<file path="src/rtl/core/crsf_div_pkg.sv">
// Shared types and constants for the receiver diversity frame switch.
// Request and result structs, request and destination codes, frame constants.
// No dependencies.
package crsf_div_pkg;

    typedef enum logic [1:0] {
        REQ_PRIMARY   = 2'd0,
        REQ_SECONDARY = 2'd1,
        REQ_FC        = 2'd2,
        REQ_TICK      = 2'd3
    } t_req_type;

    typedef enum logic [1:0] {
        DEST_FC        = 2'd0,
        DEST_PRIMARY   = 2'd1,
        DEST_SECONDARY = 2'd2,
        DEST_UNUSED    = 2'd3
    } t_dest;

    typedef enum logic [1:0] {
        CFG_TIMEOUT     = 2'd0,
        CFG_THRESHOLD   = 2'd1,
        CFG_AUTO_SWITCH = 2'd2,
        CFG_NONE        = 2'd3
    } t_cfg_index;

    typedef struct packed {
        t_req_type   req_type;
        logic [7:0]  data_byte;
    } t_req;

    typedef struct packed {
        logic        fwd_valid;
        t_dest       fwd_dest;
        logic [7:0]  fwd_byte;
        logic        frame_ok;
        logic        active_rx;
        logic [7:0]  quality_primary;
        logic [7:0]  quality_secondary;
    } t_rsp;

    typedef struct packed {
        logic        frame_ok;
        logic        rc_ok;
        logic [10:0] chan_value;
        logic [7:0]  link_quality;
    } t_trk_status;

    localparam logic [7:0]  SYNC_BYTE       = 8'hC8;
    localparam logic [7:0]  KIND_RC         = 8'h16;
    localparam logic [7:0]  KIND_LINK       = 8'h14;
    localparam logic [7:0]  RC_MIN_LENGTH   = 8'd24;
    localparam logic [7:0]  LINK_MIN_LENGTH = 8'd8;
    localparam int          MIN_LENGTH      = 3;
    localparam int          POS_KIND        = 2;
    localparam int          POS_QUALITY     = 5;
    localparam int          POS_CHAN_LOW    = 12;
    localparam int          POS_CHAN_HIGH   = 13;
    localparam int          LEN_CMP_W       = 10;

    localparam logic [15:0] TIMEOUT_RESET   = 16'd500;
    localparam logic [10:0] THRESHOLD_RESET = 11'd1500;

endpackage

</file>
<file path="src/rtl/core/crsf_diversity_frame_switch_core.sv">
// Top level of the receiver diversity frame switch.
// Depends on crsf_div_pkg and crsf_div_tracker (one per receiver).
// Usage:
//   Request channel (i_in_valid / o_in_stall / i_in_req) carries one byte from
//   the primary receiver, the secondary receiver or the flight controller, or
//   a millisecond tick. Each request yields exactly one result on the result
//   channel (o_out_valid / i_out_stall / o_out_rsp): the forwarded byte and its
//   destination, the frame-accepted flag, the active receiver after the
//   request, and both link quality values.
//   Configuration writes use i_cfg_valid / o_cfg_ready (always ready) with a
//   register index and data; write only while no request is in flight.
// Path: a taken request is held in the request register, processed by the
//   combinational logic, and its result is captured in the result register.
// Throughput: one request per cycle while the result is not stalled; the
//   request register and the result register form a two-stage pipe, and all
//   tracking and selection logic is a single combinational pass between them.
// Reset: frame trackers, ages, qualities and the channel-8 value clear, the
//   primary receiver is active, timeout 500, threshold 1500, failover on.
// Stall: while the result waits, one more request is taken into the request
//   register; beyond that o_in_stall holds the request side.
module crsf_diversity_frame_switch_core
    import crsf_div_pkg::*;
#(
    parameter int MAX_FRAME_BYTES = 64,
    parameter int AGE_BITS        = 16
) (
    input  logic        i_clk,
    input  logic        i_rst_n,
    input  logic        i_in_valid,
    output logic        o_in_stall,
    input  t_req        i_in_req,
    output logic        o_out_valid,
    input  logic        i_out_stall,
    output t_rsp        o_out_rsp,
    input  logic        i_cfg_valid,
    output logic        o_cfg_ready,
    input  t_cfg_index  i_cfg_index,
    input  logic [15:0] i_cfg_data
);

    localparam int CMP_W = (AGE_BITS > 16) ? AGE_BITS : 16;

    logic          r_in_valid;
    t_req          r_in;
    logic          r_out_valid;
    t_rsp          r_out, n_out;
    logic [10:0]   r_switch, n_switch;
    logic          r_active, n_active;
    logic [15:0]   r_timeout;
    logic [10:0]   r_threshold;
    logic          r_auto;

    logic          w_adv;
    logic          w_in_acc;
    t_trk_status   w_stat [2];
    logic [AGE_BITS-1:0] w_age [2];
    logic          w_byte_en [2];
    logic          w_tick;
    logic          w_lost;
    logic          w_manual;
    logic          w_other;
    logic [CMP_W-1:0] w_timeout_ext;

    assign w_adv       = r_in_valid && (!r_out_valid || !i_out_stall);
    assign o_in_stall  = r_in_valid && !w_adv;
    assign w_in_acc    = i_in_valid && !o_in_stall;
    assign o_cfg_ready = 1'b1;

    assign w_byte_en[0] = r_in.req_type == REQ_PRIMARY;
    assign w_byte_en[1] = r_in.req_type == REQ_SECONDARY;
    assign w_tick       = r_in.req_type == REQ_TICK;

    for (genvar g = 0; g < 2; g++) begin : g_rx
        crsf_div_tracker #(
            .MAX_FRAME_BYTES (MAX_FRAME_BYTES),
            .AGE_BITS        (AGE_BITS)
        ) u_tracker (
            .i_clk      (i_clk),
            .i_rst_n    (i_rst_n),
            .i_adv      (w_adv),
            .i_byte_en  (w_byte_en[g]),
            .i_tick     (w_tick),
            .i_byte     (r_in.data_byte),
            .o_status   (w_stat[g]),
            .o_age_next (w_age[g])
        );
    end

    assign w_timeout_ext = CMP_W'(r_timeout);

    always_comb begin
        priority if (w_stat[0].rc_ok) begin
            n_switch = w_stat[0].chan_value;
        end else if (w_stat[1].rc_ok) begin
            n_switch = w_stat[1].chan_value;
        end else begin
            n_switch = r_switch;
        end
    end

    always_comb begin
        w_lost   = CMP_W'(w_age[r_active]) > w_timeout_ext;
        w_manual = (n_switch != 11'd0) ? (n_switch > r_threshold) : r_active;
        w_other  = ~w_manual;
        n_active = w_manual;
        if (r_auto && w_lost && (CMP_W'(w_age[w_other]) < w_timeout_ext)) begin
            n_active = w_other;
        end
    end

    always_comb begin
        n_out.fwd_valid = 1'b0;
        n_out.fwd_dest  = DEST_FC;
        n_out.fwd_byte  = 8'd0;
        unique case (r_in.req_type)
            REQ_PRIMARY, REQ_SECONDARY: begin
                if (r_in.req_type[0] == r_active) begin
                    n_out.fwd_valid = 1'b1;
                    n_out.fwd_byte  = r_in.data_byte;
                end
            end
            REQ_FC: begin
                n_out.fwd_valid = 1'b1;
                n_out.fwd_dest  = r_active ? DEST_SECONDARY : DEST_PRIMARY;
                n_out.fwd_byte  = r_in.data_byte;
            end
            REQ_TICK: begin
            end
            default: begin
            end
        endcase
        n_out.frame_ok          = w_stat[0].frame_ok | w_stat[1].frame_ok;
        n_out.active_rx         = n_active;
        n_out.quality_primary   = w_stat[0].link_quality;
        n_out.quality_secondary = w_stat[1].link_quality;
    end

    always_ff @(posedge i_clk) begin
        if (!i_rst_n) begin
            r_in_valid  <= 1'b0;
            r_out_valid <= 1'b0;
            r_switch    <= '0;
            r_active    <= 1'b0;
            r_timeout   <= TIMEOUT_RESET;
            r_threshold <= THRESHOLD_RESET;
            r_auto      <= 1'b1;
        end else begin
            if (w_in_acc) begin
                r_in_valid <= 1'b1;
            end else if (w_adv) begin
                r_in_valid <= 1'b0;
            end
            if (w_adv) begin
                r_out_valid <= 1'b1;
                r_switch    <= n_switch;
                r_active    <= n_active;
            end else if (!i_out_stall) begin
                r_out_valid <= 1'b0;
            end
            if (i_cfg_valid && o_cfg_ready) begin
                unique case (i_cfg_index)
                    CFG_TIMEOUT:     r_timeout   <= i_cfg_data;
                    CFG_THRESHOLD:   r_threshold <= i_cfg_data[10:0];
                    CFG_AUTO_SWITCH: r_auto      <= i_cfg_data[0];
                    CFG_NONE: begin
                    end
                    default: begin
                    end
                endcase
            end
        end
    end

    always_ff @(posedge i_clk) begin
        if (w_in_acc) begin
            r_in <= i_in_req;
        end
        if (w_adv) begin
            r_out <= n_out;
        end
    end

    assign o_out_valid = r_out_valid;
    assign o_out_rsp   = r_out;

`ifndef SYNTHESIS
    a_in_hold: assert property (@(posedge i_clk) disable iff (!i_rst_n)
        (r_in_valid && !w_adv) |=> (r_in_valid && $stable(r_in)))
        else $error("pending request lost while result stalled");
    a_active_hold: assert property (@(posedge i_clk) disable iff (!i_rst_n)
        !w_adv |=> $stable(r_active))
        else $error("active receiver changed without a request");
    a_ok_dest: assert property (@(posedge i_clk) disable iff (!i_rst_n)
        (o_out_valid && o_out_rsp.frame_ok) |-> (o_out_rsp.fwd_dest == DEST_FC))
        else $error("accepted frame on a flight controller request");
    a_no_fwd_zero: assert property (@(posedge i_clk) disable iff (!i_rst_n)
        (o_out_valid && !o_out_rsp.fwd_valid)
            |-> (o_out_rsp.fwd_byte == 8'd0 && o_out_rsp.fwd_dest == DEST_FC))
        else $error("idle forward fields not cleared");
    a_result_active: assert property (@(posedge i_clk) disable iff (!i_rst_n)
        w_adv |=> (o_out_rsp.active_rx == r_active))
        else $error("result active receiver differs from state");
`endif

endmodule

</file>
<file path="src/rtl/core/crsf_div_tracker.sv">
// Frame tracker, age counter and link quality of one receiver.
// Depends on crsf_div_pkg for frame constants and the status struct.
// Updates state on each advance of the request stage.
module crsf_div_tracker
    import crsf_div_pkg::*;
#(
    parameter int MAX_FRAME_BYTES = 64,
    parameter int AGE_BITS        = 16
) (
    input  logic                i_clk,
    input  logic                i_rst_n,
    input  logic                i_adv,
    input  logic                i_byte_en,
    input  logic                i_tick,
    input  logic [7:0]          i_byte,
    output t_trk_status         o_status,
    output logic [AGE_BITS-1:0] o_age_next
);

    localparam int POS_W = $clog2(MAX_FRAME_BYTES + 3);

    logic [POS_W-1:0]    r_pos, n_pos;
    logic [7:0]          r_len, n_len;
    logic [7:0]          r_kind, n_kind;
    logic [7:0]          r_qual, n_qual;
    logic [7:0]          r_chan_low, n_chan_low;
    logic [7:0]          r_chan_high, n_chan_high;
    logic [AGE_BITS-1:0] r_age, n_age;
    logic [7:0]          r_link, n_link;

    logic [POS_W-1:0]    w_pos_inc;
    logic                w_bad_len;
    logic                w_done;
    logic                w_rc_ok;
    logic                w_link_ok;

    assign w_pos_inc = r_pos + POS_W'(1);
    assign w_bad_len = (LEN_CMP_W'(i_byte) < LEN_CMP_W'(MIN_LENGTH))
                    || (LEN_CMP_W'(i_byte) > LEN_CMP_W'(MAX_FRAME_BYTES));

    always_comb begin
        n_pos       = r_pos;
        n_len       = r_len;
        n_kind      = r_kind;
        n_qual      = r_qual;
        n_chan_low  = r_chan_low;
        n_chan_high = r_chan_high;
        n_age       = r_age;
        n_link      = r_link;
        w_done      = 1'b0;
        w_rc_ok     = 1'b0;
        w_link_ok   = 1'b0;
        if (i_byte_en) begin
            if (r_pos == POS_W'(0)) begin
                if (i_byte == SYNC_BYTE) begin
                    n_pos = POS_W'(1);
                end
            end else if (r_pos == POS_W'(1)) begin
                n_len = i_byte;
                n_pos = w_bad_len ? POS_W'(0) : POS_W'(2);
            end else begin
                if (r_pos == POS_W'(POS_KIND))      n_kind      = i_byte;
                if (r_pos == POS_W'(POS_QUALITY))   n_qual      = i_byte;
                if (r_pos == POS_W'(POS_CHAN_LOW))  n_chan_low  = i_byte;
                if (r_pos == POS_W'(POS_CHAN_HIGH)) n_chan_high = i_byte;
                if (LEN_CMP_W'(w_pos_inc) < (LEN_CMP_W'(r_len) + LEN_CMP_W'(2))) begin
                    n_pos = w_pos_inc;
                end else begin
                    n_pos  = POS_W'(0);
                    w_done = 1'b1;
                end
            end
            if (w_done) begin
                if (n_kind == KIND_RC && r_len >= RC_MIN_LENGTH) begin
                    w_rc_ok = 1'b1;
                    n_age   = '0;
                end else if (n_kind == KIND_LINK && r_len >= LINK_MIN_LENGTH) begin
                    w_link_ok = 1'b1;
                    n_link    = n_qual;
                    n_age     = '0;
                end
            end
        end else if (i_tick) begin
            if (r_age != {AGE_BITS{1'b1}}) begin
                n_age = r_age + AGE_BITS'(1);
            end
        end
    end

    assign o_status.frame_ok     = w_rc_ok | w_link_ok;
    assign o_status.rc_ok        = w_rc_ok;
    assign o_status.chan_value   = {n_chan_high, n_chan_low[7:5]};
    assign o_status.link_quality = n_link;
    assign o_age_next            = n_age;

    always_ff @(posedge i_clk) begin
        if (!i_rst_n) begin
            r_pos       <= '0;
            r_len       <= '0;
            r_kind      <= '0;
            r_qual      <= '0;
            r_chan_low  <= '0;
            r_chan_high <= '0;
            r_age       <= '0;
            r_link      <= '0;
        end else if (i_adv) begin
            r_pos       <= n_pos;
            r_len       <= n_len;
            r_kind      <= n_kind;
            r_qual      <= n_qual;
            r_chan_low  <= n_chan_low;
            r_chan_high <= n_chan_high;
            r_age       <= n_age;
            r_link      <= n_link;
        end
    end

`ifndef SYNTHESIS
    a_pos_bound: assert property (@(posedge i_clk) disable iff (!i_rst_n)
        LEN_CMP_W'(r_pos) <= LEN_CMP_W'(MAX_FRAME_BYTES + 1))
        else $error("frame position beyond longest frame");
    a_len_legal: assert property (@(posedge i_clk) disable iff (!i_rst_n)
        (r_pos >= POS_W'(2)) |-> (LEN_CMP_W'(r_len) >= LEN_CMP_W'(MIN_LENGTH)
            && LEN_CMP_W'(r_len) <= LEN_CMP_W'(MAX_FRAME_BYTES)))
        else $error("frame in progress with illegal length");
    a_pos_in_len: assert property (@(posedge i_clk) disable iff (!i_rst_n)
        (r_pos >= POS_W'(2)) |-> (LEN_CMP_W'(r_pos) <= LEN_CMP_W'(r_len) + LEN_CMP_W'(1)))
        else $error("frame position past frame end");
    a_ok_clears_age: assert property (@(posedge i_clk) disable iff (!i_rst_n)
        (i_adv && o_status.frame_ok) |=> (r_age == '0))
        else $error("accepted frame did not clear age");
`endif

endmodule
</file>
<file path="config.mk">
export PLATFORM = sky130hd
export DESIGN_NAME = crsf_diversity_frame_switch_core
export DESIGN_NICKNAME = d
export VERILOG_FILES = /design/src/rtl/core/crsf_div_pkg.sv /design/src/rtl/core/crsf_diversity_frame_switch_core.sv /design/src/rtl/core/crsf_div_tracker.sv
export SDC_FILE = /design/constraint.sdc
export NUM_CORES = 1
export LEC_CHECK = 0
export BUFFER_PORTS_ARGS = -buffer_cell sky130_fd_sc_hd__buf_2
export CORE_ASPECT_RATIO = 0.75
export CORE_MARGIN = 2
export CORE_UTILIZATION = 25
export CTS_CLUSTER_DIAMETER = 120
export DETAILED_ROUTE_END_ITERATION = 8
export GPL_ROUTABILITY_DRIVEN = 0
export GPL_TIMING_DRIVEN = 1
export HOLD_SLACK_MARGIN = 0.02
export PLACE_DENSITY = 0.4
export SLEW_MARGIN = 15
export SYNTH_ARGS = -nofsm -noshare
export SYNTH_HDL_FRONTEND = slang
export SYNTH_SLANG_ARGS = --single-unit
</file>
<file path="constraint.sdc">
create_clock -name i_clk -period 6.4 [get_ports i_clk]
set_input_delay 0.64 -clock i_clk [delete_from_list [all_inputs] [get_ports i_clk]]
set_output_delay 0.64 -clock i_clk [all_outputs]
set_load 0.005 [all_outputs]
</file>
== Word-level counts from Yosys, hierarchy flattened ==
Index checks and enable logic that the tools add are counted.
W data, S select, Z words.
Storage, ports and cells
  bits in registers: 223
  input port bits: 33
  output and inout port bits: 32
Operators by class
  add/sub/neg operators: 6
  $lt $le $gt $ge: 13
  equality and inequality tests: 26
  multiplexer cells: 99
  bitwise gates (word level): 10
  reduce and logical (&&, ||, !) cells: 33
Operators with widths (count)
  $mux W8: 39
  $mux W16: 18
  $mux W7: 7
  $add A16 B1 Y16 const B: 2
  $eq A8 B5 Y1 const B: 4
  $ne A16 B16 Y1 const B: 2
  $mux W1: 29
  $eq A7 B4 Y1 const B: 4
  $mux W11: 2
  $lt A7 B10 Y1: 2
  $add A8 B2 Y9 const B: 2
  $ge A8 B4 Y1 const B: 2
  $ge A8 B5 Y1 const B: 2
  $gt A16 B16 Y1: 1
  $lt A16 B16 Y1: 1
  $pmux W8 S2: 1
  $add A7 B1 Y7 const B: 2
  $eq A7 B1 Y1 const B: 2
  $eq A7 B2 Y1 const B: 2
  $eq A7 B3 Y1 const B: 2
  $logic_not A7 Y1: 2
  $gt A11 B11 Y1: 1
  $reduce_bool A11 Y1: 1
  $reduce_and A2 Y1: 5
  other kinds (23): 52

== Longest topological paths before layout ==
  word-level depth: 22
  gate-level depth with buffers: 33

== By module ==
Synthesis repeated with hierarchy kept, for this count alone.
Second synthesis, totals
  cell total of the unflattened synthesis: 1439
  area, all modules: 13020.0 um2
Modules (own cells, without submodules)
  crsf_diversity_frame_switch_core: instances 1, cells each 450, area each 4600.7 um2, seq. area each 2011.9 um2
  crsf_div_tracker at g_rx[1].u_tracker: instances 1, cells each 487, area each 4211.5 um2, seq. area each 1321.3 um2
  crsf_div_tracker at g_rx[0].u_tracker: instances 1, cells each 502, area each 4207.8 um2, seq. area each 1321.3 um2

== Worst setup path after synthesis ==
Ideal clock, no wire load.
  path kind: reg-to-reg
  from: reg g_rx[0].u_tracker.r_pos[2]
  to: reg r_out, in the netlist o_out_rsp[16] (data pin)
  arrival: 5785 ps
  data required time: 6133 ps
  setup slack: 348 ps
  stages on the path, launching flop included: 31
  cell sequence: dfxtp_1 -> clkbuf_1 -> and2_1 -> nand4_1 -> xnor2_1 -> ha_1 -> nand3_1 -> o21ai_0 -> nand2_1 -> nor3_1 -> clkbuf_1 -> mux2i_1 -> ha_1 -> nor2b_1 -> o21a_1 -> o21a_1 -> o211ai_1 -> a21oi_1 -> o21ai_0 -> a41o_2 -> nand2_4 -> buf_6 -> mux2i_1 -> ha_1 -> a21o_1 -> a21o_1 -> a221oi_1 -> o221ai_1 -> or2_2 -> a221oi_1 -> nor2_1
On the way
  word-level cells in the longest chain between the ends: 21
Ends and longest elaborated chain
  from (decl): RTL line crsf_div_tracker.sv:22  | logic [POS_W-1:0] r_pos, n_pos;
  from (signal assigned): RTL line crsf_div_tracker.sv:107  | r_pos <= n_pos;
  branches (longest 10 deep; another with $lt A7 B10 Y1)
  $mux W11 *: RTL line crsf_diversity_frame_switch_core.sv:92  | priority if (w_stat[0].rc_ok) begin
  net n_switch[1]: RTL line crsf_diversity_frame_switch_core.sv:47  | logic [10:0] r_switch, n_switch;
  $gt A11 B11 Y1 / $reduce_bool A11 Y1 (equally long branches): RTL line crsf_diversity_frame_switch_core.sv:103  | w_manual = (n_switch != 11'd0) ? (n_switch > r_threshold) : r_active;
  $mux W1 *: RTL line crsf_diversity_frame_switch_core.sv:103
  $not A1 Y1: RTL line crsf_diversity_frame_switch_core.sv:104  | w_other = ~w_manual;
  $not A1 Y2 (implied by the code): RTL line crsf_diversity_frame_switch_core.sv:106  | if (r_auto && w_lost && (CMP_W'(w_age[w_other]) < w_timeout_ext)) begin
  $mux W16 (implied by the code) (3 in a row): RTL line crsf_diversity_frame_switch_core.sv:106
  $lt A16 B16 Y1: RTL line crsf_diversity_frame_switch_core.sv:106
  $logic_and A1 B1 Y1: RTL line crsf_diversity_frame_switch_core.sv:106
  $mux W1 *: RTL line crsf_diversity_frame_switch_core.sv:106
  net n_active: RTL line crsf_diversity_frame_switch_core.sv:48  | logic r_active, n_active;
  to (signal assigned): RTL line crsf_diversity_frame_switch_core.sv:179  | r_out <= n_out;
  to (decl): RTL line crsf_diversity_frame_switch_core.sv:46  | t_rsp r_out, n_out;
Mark *: on every way through the listed nets, which the timed path passes. The select of a mux whose other input is x is not followed.
A chain may end at the register's enable or synchronous reset.

== Worst setup path after layout ==
  from: reg g_rx[1].u_tracker.r_pos[1]
  to: reg r_out, in the netlist o_out_rsp[16] (data pin)
On the way
  word-level cells in the longest chain between the ends: 22
Ends and longest elaborated chain
  from (decl): RTL line crsf_div_tracker.sv:22
  from (signal assigned): RTL line crsf_div_tracker.sv:107
  branches (longest 10 deep; another with $lt A7 B10 Y1)
  $mux W11 *: RTL line crsf_diversity_frame_switch_core.sv:94  | end else if (w_stat[1].rc_ok) begin
  $mux W11 *: RTL line crsf_diversity_frame_switch_core.sv:92
  net n_switch[1]: RTL line crsf_diversity_frame_switch_core.sv:47
  $gt A11 B11 Y1 / $reduce_bool A11 Y1 (equally long branches): RTL line crsf_diversity_frame_switch_core.sv:103
  $mux W1 *: RTL line crsf_diversity_frame_switch_core.sv:103
  $not A1 Y1: RTL line crsf_diversity_frame_switch_core.sv:104
  $not A1 Y2 (implied by the code): RTL line crsf_diversity_frame_switch_core.sv:106
  $mux W16 (implied by the code) (3 in a row): RTL line crsf_diversity_frame_switch_core.sv:106
  $lt A16 B16 Y1: RTL line crsf_diversity_frame_switch_core.sv:106
  $logic_and A1 B1 Y1: RTL line crsf_diversity_frame_switch_core.sv:106
  $mux W1 *: RTL line crsf_diversity_frame_switch_core.sv:106
  net n_active: RTL line crsf_diversity_frame_switch_core.sv:48
Marked as above.

==> flow_summary.rst <==
.. list-table::
   :header-rows: 1

   * - Metric
     - Value
   * - Layout Area Growth over Synthesis
     - 19.1%
   * - Min Hold Slack
     - 263 ps
   * - Number of distinct library cells after synthesis
     - 71
   * - Cell type with the highest occurrence count on the critical path
     - sky130_fd_sc_hd__ha_1
   * - Initial antenna violation count
     - 0
   * - Post-Synthesis Net Count
     - 1528
   * - EDFF count, synth
     - 39
   * - Cell row count
     - 69
   * - Overall via count from detail_route
     - 10.3k
   * - Measured slew at the worst slew-check pin
     - 1110 ps
   * - Maximum number of pins on one net before global-route repair
     - 92
   * - Root buf cell
     - sky130_fd_sc_hd__clkbuf_16
   * - Number of instances in the synthesized netlist
     - 1427
   * - Initial Utilization
     - 25.2%
   * - Area of the multi-input gates
     - 0.00693 mm^2
   * - Via density
     - 4.79
   * - Synth area leaders
     - sky130_fd_sc_hd__dfxtp_1 (29%), sky130_fd_sc_hd__edfxtp_1 (9.8%), sky130_fd_sc_hd__nand2_1 (8.4%), sky130_fd_sc_hd__ha_1 (7.2%), sky130_fd_sc_hd__mux2i_1 (6.9%)
   * - Sequential cell area in the final layout
     - 0.00466 mm^2
   * - Kind of end point of the critical path
     - flop
   * - Leading cell type in the layout, fill and taps excluded
     - sky130_fd_sc_hd__nand2_1
   * - GRT Residual Overflow
     - 0
   * - Count of buffering cells on the critical path with inverters included
     - 2
   * - Combinational power share
     - 7.4%
   * - Worst min path class
     - primary input to flop
   * - Layout Utilization
     - 30.1%
   * - Cell at the slowest stage of the critical path
     - sky130_fd_sc_hd__or4b_4
   * - Start point of the worst min-delay path
     - i_in_req[4]
   * - Worst IR drop on VDD
     - 0.157 mV
   * - Max incr delay on CP
     - 510 ps
   * - Final routed wire length divided by cell count
     - 17.3 um
   * - Origin of the critical flop-to-flop path
     - g_rx[1].u_tracker.r_pos[1]
   * - Number of levels the H-tree was split into
     - 1
   * - Ratio of total power to cell area
     - 227 mW/mm^2
   * - Worst-case setup margin in the final layout
     - 363 ps
   * - Filler cell count
     - 5070
   * - Number of routed nets with antenna violations
     - 0
   * - Die width
     - 256 um
   * - Aggregate routed wire length
     - 37100 um
   * - Total half-perimeter wirelength after legalization and detailed placement
     - 26600 um
   * - Share of cells above drive strength 1
     - 16.2%
   * - CTS Buf Count
     - 27
   * - Endpoint of the lowest-slack register-to-register path
     - o_out_rsp[16]
   * - DR iter-0 viols
     - 621
   * - # Max-Cap Violations
     - 0
   * - Post-placement worst setup slack
     - -250 ps
   * - Part of the power in registers
     - 44.0%
   * - Relative slew margins
     - 25.5%
   * - Type of element launching the critical path
     - flop
   * - Terminating pin of the worst hold path
     - r_in[4]
   * - I/O pin count
     - 65
   * - Average size of a mapped cell
     - 8.34 um^2
   * - Maximum fanout encountered on the critical timing path
     - 6
   * - Post-layout nets
     - 1585
   * - Largest area contributor in the netlist
     - sky130_fd_sc_hd__dfxtp_1
   * - Total instance count after detailed placement
     - 2084
   * - Clock latency of the later-clocked register in the worst-skew pair
     - 550 ps
   * - CP delay by family, top
     - simple AND/OR/NAND/NOR gates
   * - Hold violation count in the final report
     - 0
   * - FF+latch count, synth
     - 213
   * - Synthesized area
     - 0.0119 mm^2
   * - Hold-fix buffers at CTS
     - 0
   * - Sw Share
     - 24.9%
   * - Finish-stage setup viols
     - 0
   * - WP data required
     - 6690 ps
   * - Number of cells in the finished layout apart from fillers
     - 2142
   * - Path length in cells of the critical path
     - 30
   * - Number of input and output port buffers inserted
     - 63
   * - Most instantiated flip-flop cell in the synthesis netlist
     - sky130_fd_sc_hd__dfxtp_1
   * - Switching power
     - 0.802 mW
   * - Standard cell core area
     - 0.0471 mm^2
   * - Area share of the largest cell type after synthesis
     - 29.3%
   * - Worst hold path cell count
     - 1
   * - Status
     - finished clean
   * - Period minus WS final
     - 6040 ps
   * - Bufs on Longest Clock Path
     - 3
   * - TritonCTS clock tree
     - done
   * - Sequential area share after synthesis
     - 39.1%
   * - Area of the die
     - 0.0494 mm^2
   * - Wire length of the first global-routing pass
     - 56700 um
   * - Max frequency
     - 166 MHz
   * - Count of warnings emitted by yosys
     - 0
   * - PnR Total Power
     - 3.21 mW
   * - Clock transition at the registers of the reported paths
     - 60 ps
   * - Remaining DRCs
     - 0
   * - Commonest non-fill, non-tap cells in the layout
     - sky130_fd_sc_hd__nand2_1 (266), sky130_fd_sc_hd__dfxtp_1 (170), sky130_fd_sc_hd__nor2_1 (127), sky130_fd_sc_hd__a21oi_1 (122), sky130_fd_sc_hd__mux2i_1 (77)
   * - Cells on worst reg2reg path
     - 30
   * - Share of flip-flops with an asynchronous set or reset after synthesis
     - 0%
   * - Diodes inserted
     - 0
   * - DR pass1 iterations
     - 5
   * - Final-report max-slew violation count
     - 0
   * - Minimum setup slack among reg-to-reg paths
     - 360 ps
   * - Critical path class
     - flop to flop
   * - Worst clock skew
     - 15.9 ps
   * - Vias in the first global route
     - 9475
   * - GRT Util Overall
     - 14.7%
   * - Data arrival time of the critical path
     - 6330 ps
   * - CTS sink count
     - 213
   * - P_int
     - 2.41 mW
   * - Proportion of power drawn by the clock network
     - 48.6%
   * - DIE HEIGHT
     - 193 um
   * - Static power due to leakage
     - 5.62 nW
   * - Fin crit share
     - 94.3%
## registers in the layout, summed over array words and instances (netlist names)
name	flops
g_rx.u_tracker.r_age	32
g_rx.u_tracker.r_chan_high	16
g_rx.u_tracker.r_chan_low	6
g_rx.u_tracker.r_kind	16
g_rx.u_tracker.r_len	16
g_rx.u_tracker.r_link	16
g_rx.u_tracker.r_pos	14
g_rx.u_tracker.r_qual	16
o_out_rsp	29
o_out_valid	1
r_active	1
r_auto	1
r_in	10
r_in_valid	1
r_switch	11
r_threshold	11
r_timeout	16
## worst max path at each step
stage,start,to,slack [ps]
after floorplan,g_rx[0].u_tracker.r_pos[2],o_out_rsp[16],350
after global placement,g_rx[1].u_tracker.r_pos[0],o_out_rsp[16],-70
after detailed placement,g_rx[1].u_tracker.r_pos[0],o_out_rsp[16],-250
after CTS,g_rx[1].u_tracker.r_pos[0],o_out_rsp[16],60
after global routing,g_rx[1].u_tracker.r_pos[0],r_active,-20
final,g_rx[1].u_tracker.r_pos[1],o_out_rsp[16],360
## cell usage after synthesis, types with 6 or more instances
master	number
sky130_fd_sc_hd__nand2_1	267
sky130_fd_sc_hd__o211ai_1	21
sky130_fd_sc_hd__inv_1	41
sky130_fd_sc_hd__nor2_1	128
sky130_fd_sc_hd__a21oi_1	124
sky130_fd_sc_hd__edfxtp_1	39
sky130_fd_sc_hd__and3_1	10
sky130_fd_sc_hd__nor3b_1	6
sky130_fd_sc_hd__o21ai_0	43
sky130_fd_sc_hd__a211oi_1	19
sky130_fd_sc_hd__xnor2_1	14
sky130_fd_sc_hd__and2_1	19
sky130_fd_sc_hd__ha_1	68
sky130_fd_sc_hd__or2_2	6
sky130_fd_sc_hd__nor4_1	8
sky130_fd_sc_hd__mux2i_1	82
sky130_fd_sc_hd__nor3_1	30
sky130_fd_sc_hd__clkbuf_1	80
sky130_fd_sc_hd__xor2_1	8
sky130_fd_sc_hd__a21o_1	14
sky130_fd_sc_hd__a22oi_1	10
sky130_fd_sc_hd__buf_1	6
sky130_fd_sc_hd__nand3_1	37
sky130_fd_sc_hd__or4_1	6
sky130_fd_sc_hd__dfxtp_1	174
sky130_fd_sc_hd__or3_1	7
sky130_fd_sc_hd__nand4_1	29
sky130_fd_sc_hd__a31oi_1	9
sky130_fd_sc_hd__nand2b_1	6
sky130_fd_sc_hd__mux2_2	37
sky130_fd_sc_hd__o21a_1	9
## what timing repair did
action | 4_1_cts | 5_1_grt
pin swaps | 1 | 19
cloned | 0 | 1
buffers inserted | 0 | 9
setup endpoints to repair | 2 | 2
hold endpoints to repair | 0 | 0
gates resized for setup | 8 | 38
## per-stage QoR
stage,setup TNS (ps),area [um^2]
2_1_floorplan,0,11900
3_3_place_gp,-70.0,13000
3_5_place_dp,-402,13000
4_1_cts,0,13900
5_1_grt,-34.2,14200
6_report,0,14200
## layout make-up
cell class              instances  area share, %
multi-input cells            1085           48.9
flip-flops and latches        213           32.9
clock inverters                13           1.08
repair buffers                115           5.03
well taps                     639           5.64
clock buffers                  35           5.26
inverters                      42           1.14
## cells by family (layout without fill, tap and decap cells)
| logic type | count (synthesis) | in the layout | share of synthesized area [%] |
|---|---|---|---|
| compound gates | 287 | 287 | 14.9 |
| buf+inv | 130 | 205 | 4.20 |
| other cells | 1 | 1 | 0.0315 |
| fa+ha+maj | 68 | 68 | 7.15 |
| xor+xnor | 22 | 22 | 1.62 |
| flops | 213 | 213 | 39.1 |
| mux | 122 | 122 | 10.7 |
| simple gates | 584 | 585 | 22.2 |
## routing by layer
metal | GRT usage [%] | vias up | share of wire [%]
li1 | - | 5173 | -
met1 | 22.6 | 4852 | 55
met2 | 21.0 | 196 | 40
met3 | 2.48 | 49 | 3.7
met4 | 3.04 | 0 | 1.8
met5 | 0 | - | 0
## power by group through the flow
stage                     Clock, mW  Sequential, mW  Combinational [mW]
final                          1.56            1.41               0.237
after global routing           1.67            1.42               0.262
after CTS                      1.62            1.41               0.228
after detailed placement          0            1.44               0.227
after global placement            0            1.44               0.225
after floorplan                   0            1.44               0.138
Note: power is estimated with default switching activity, not from simulation.
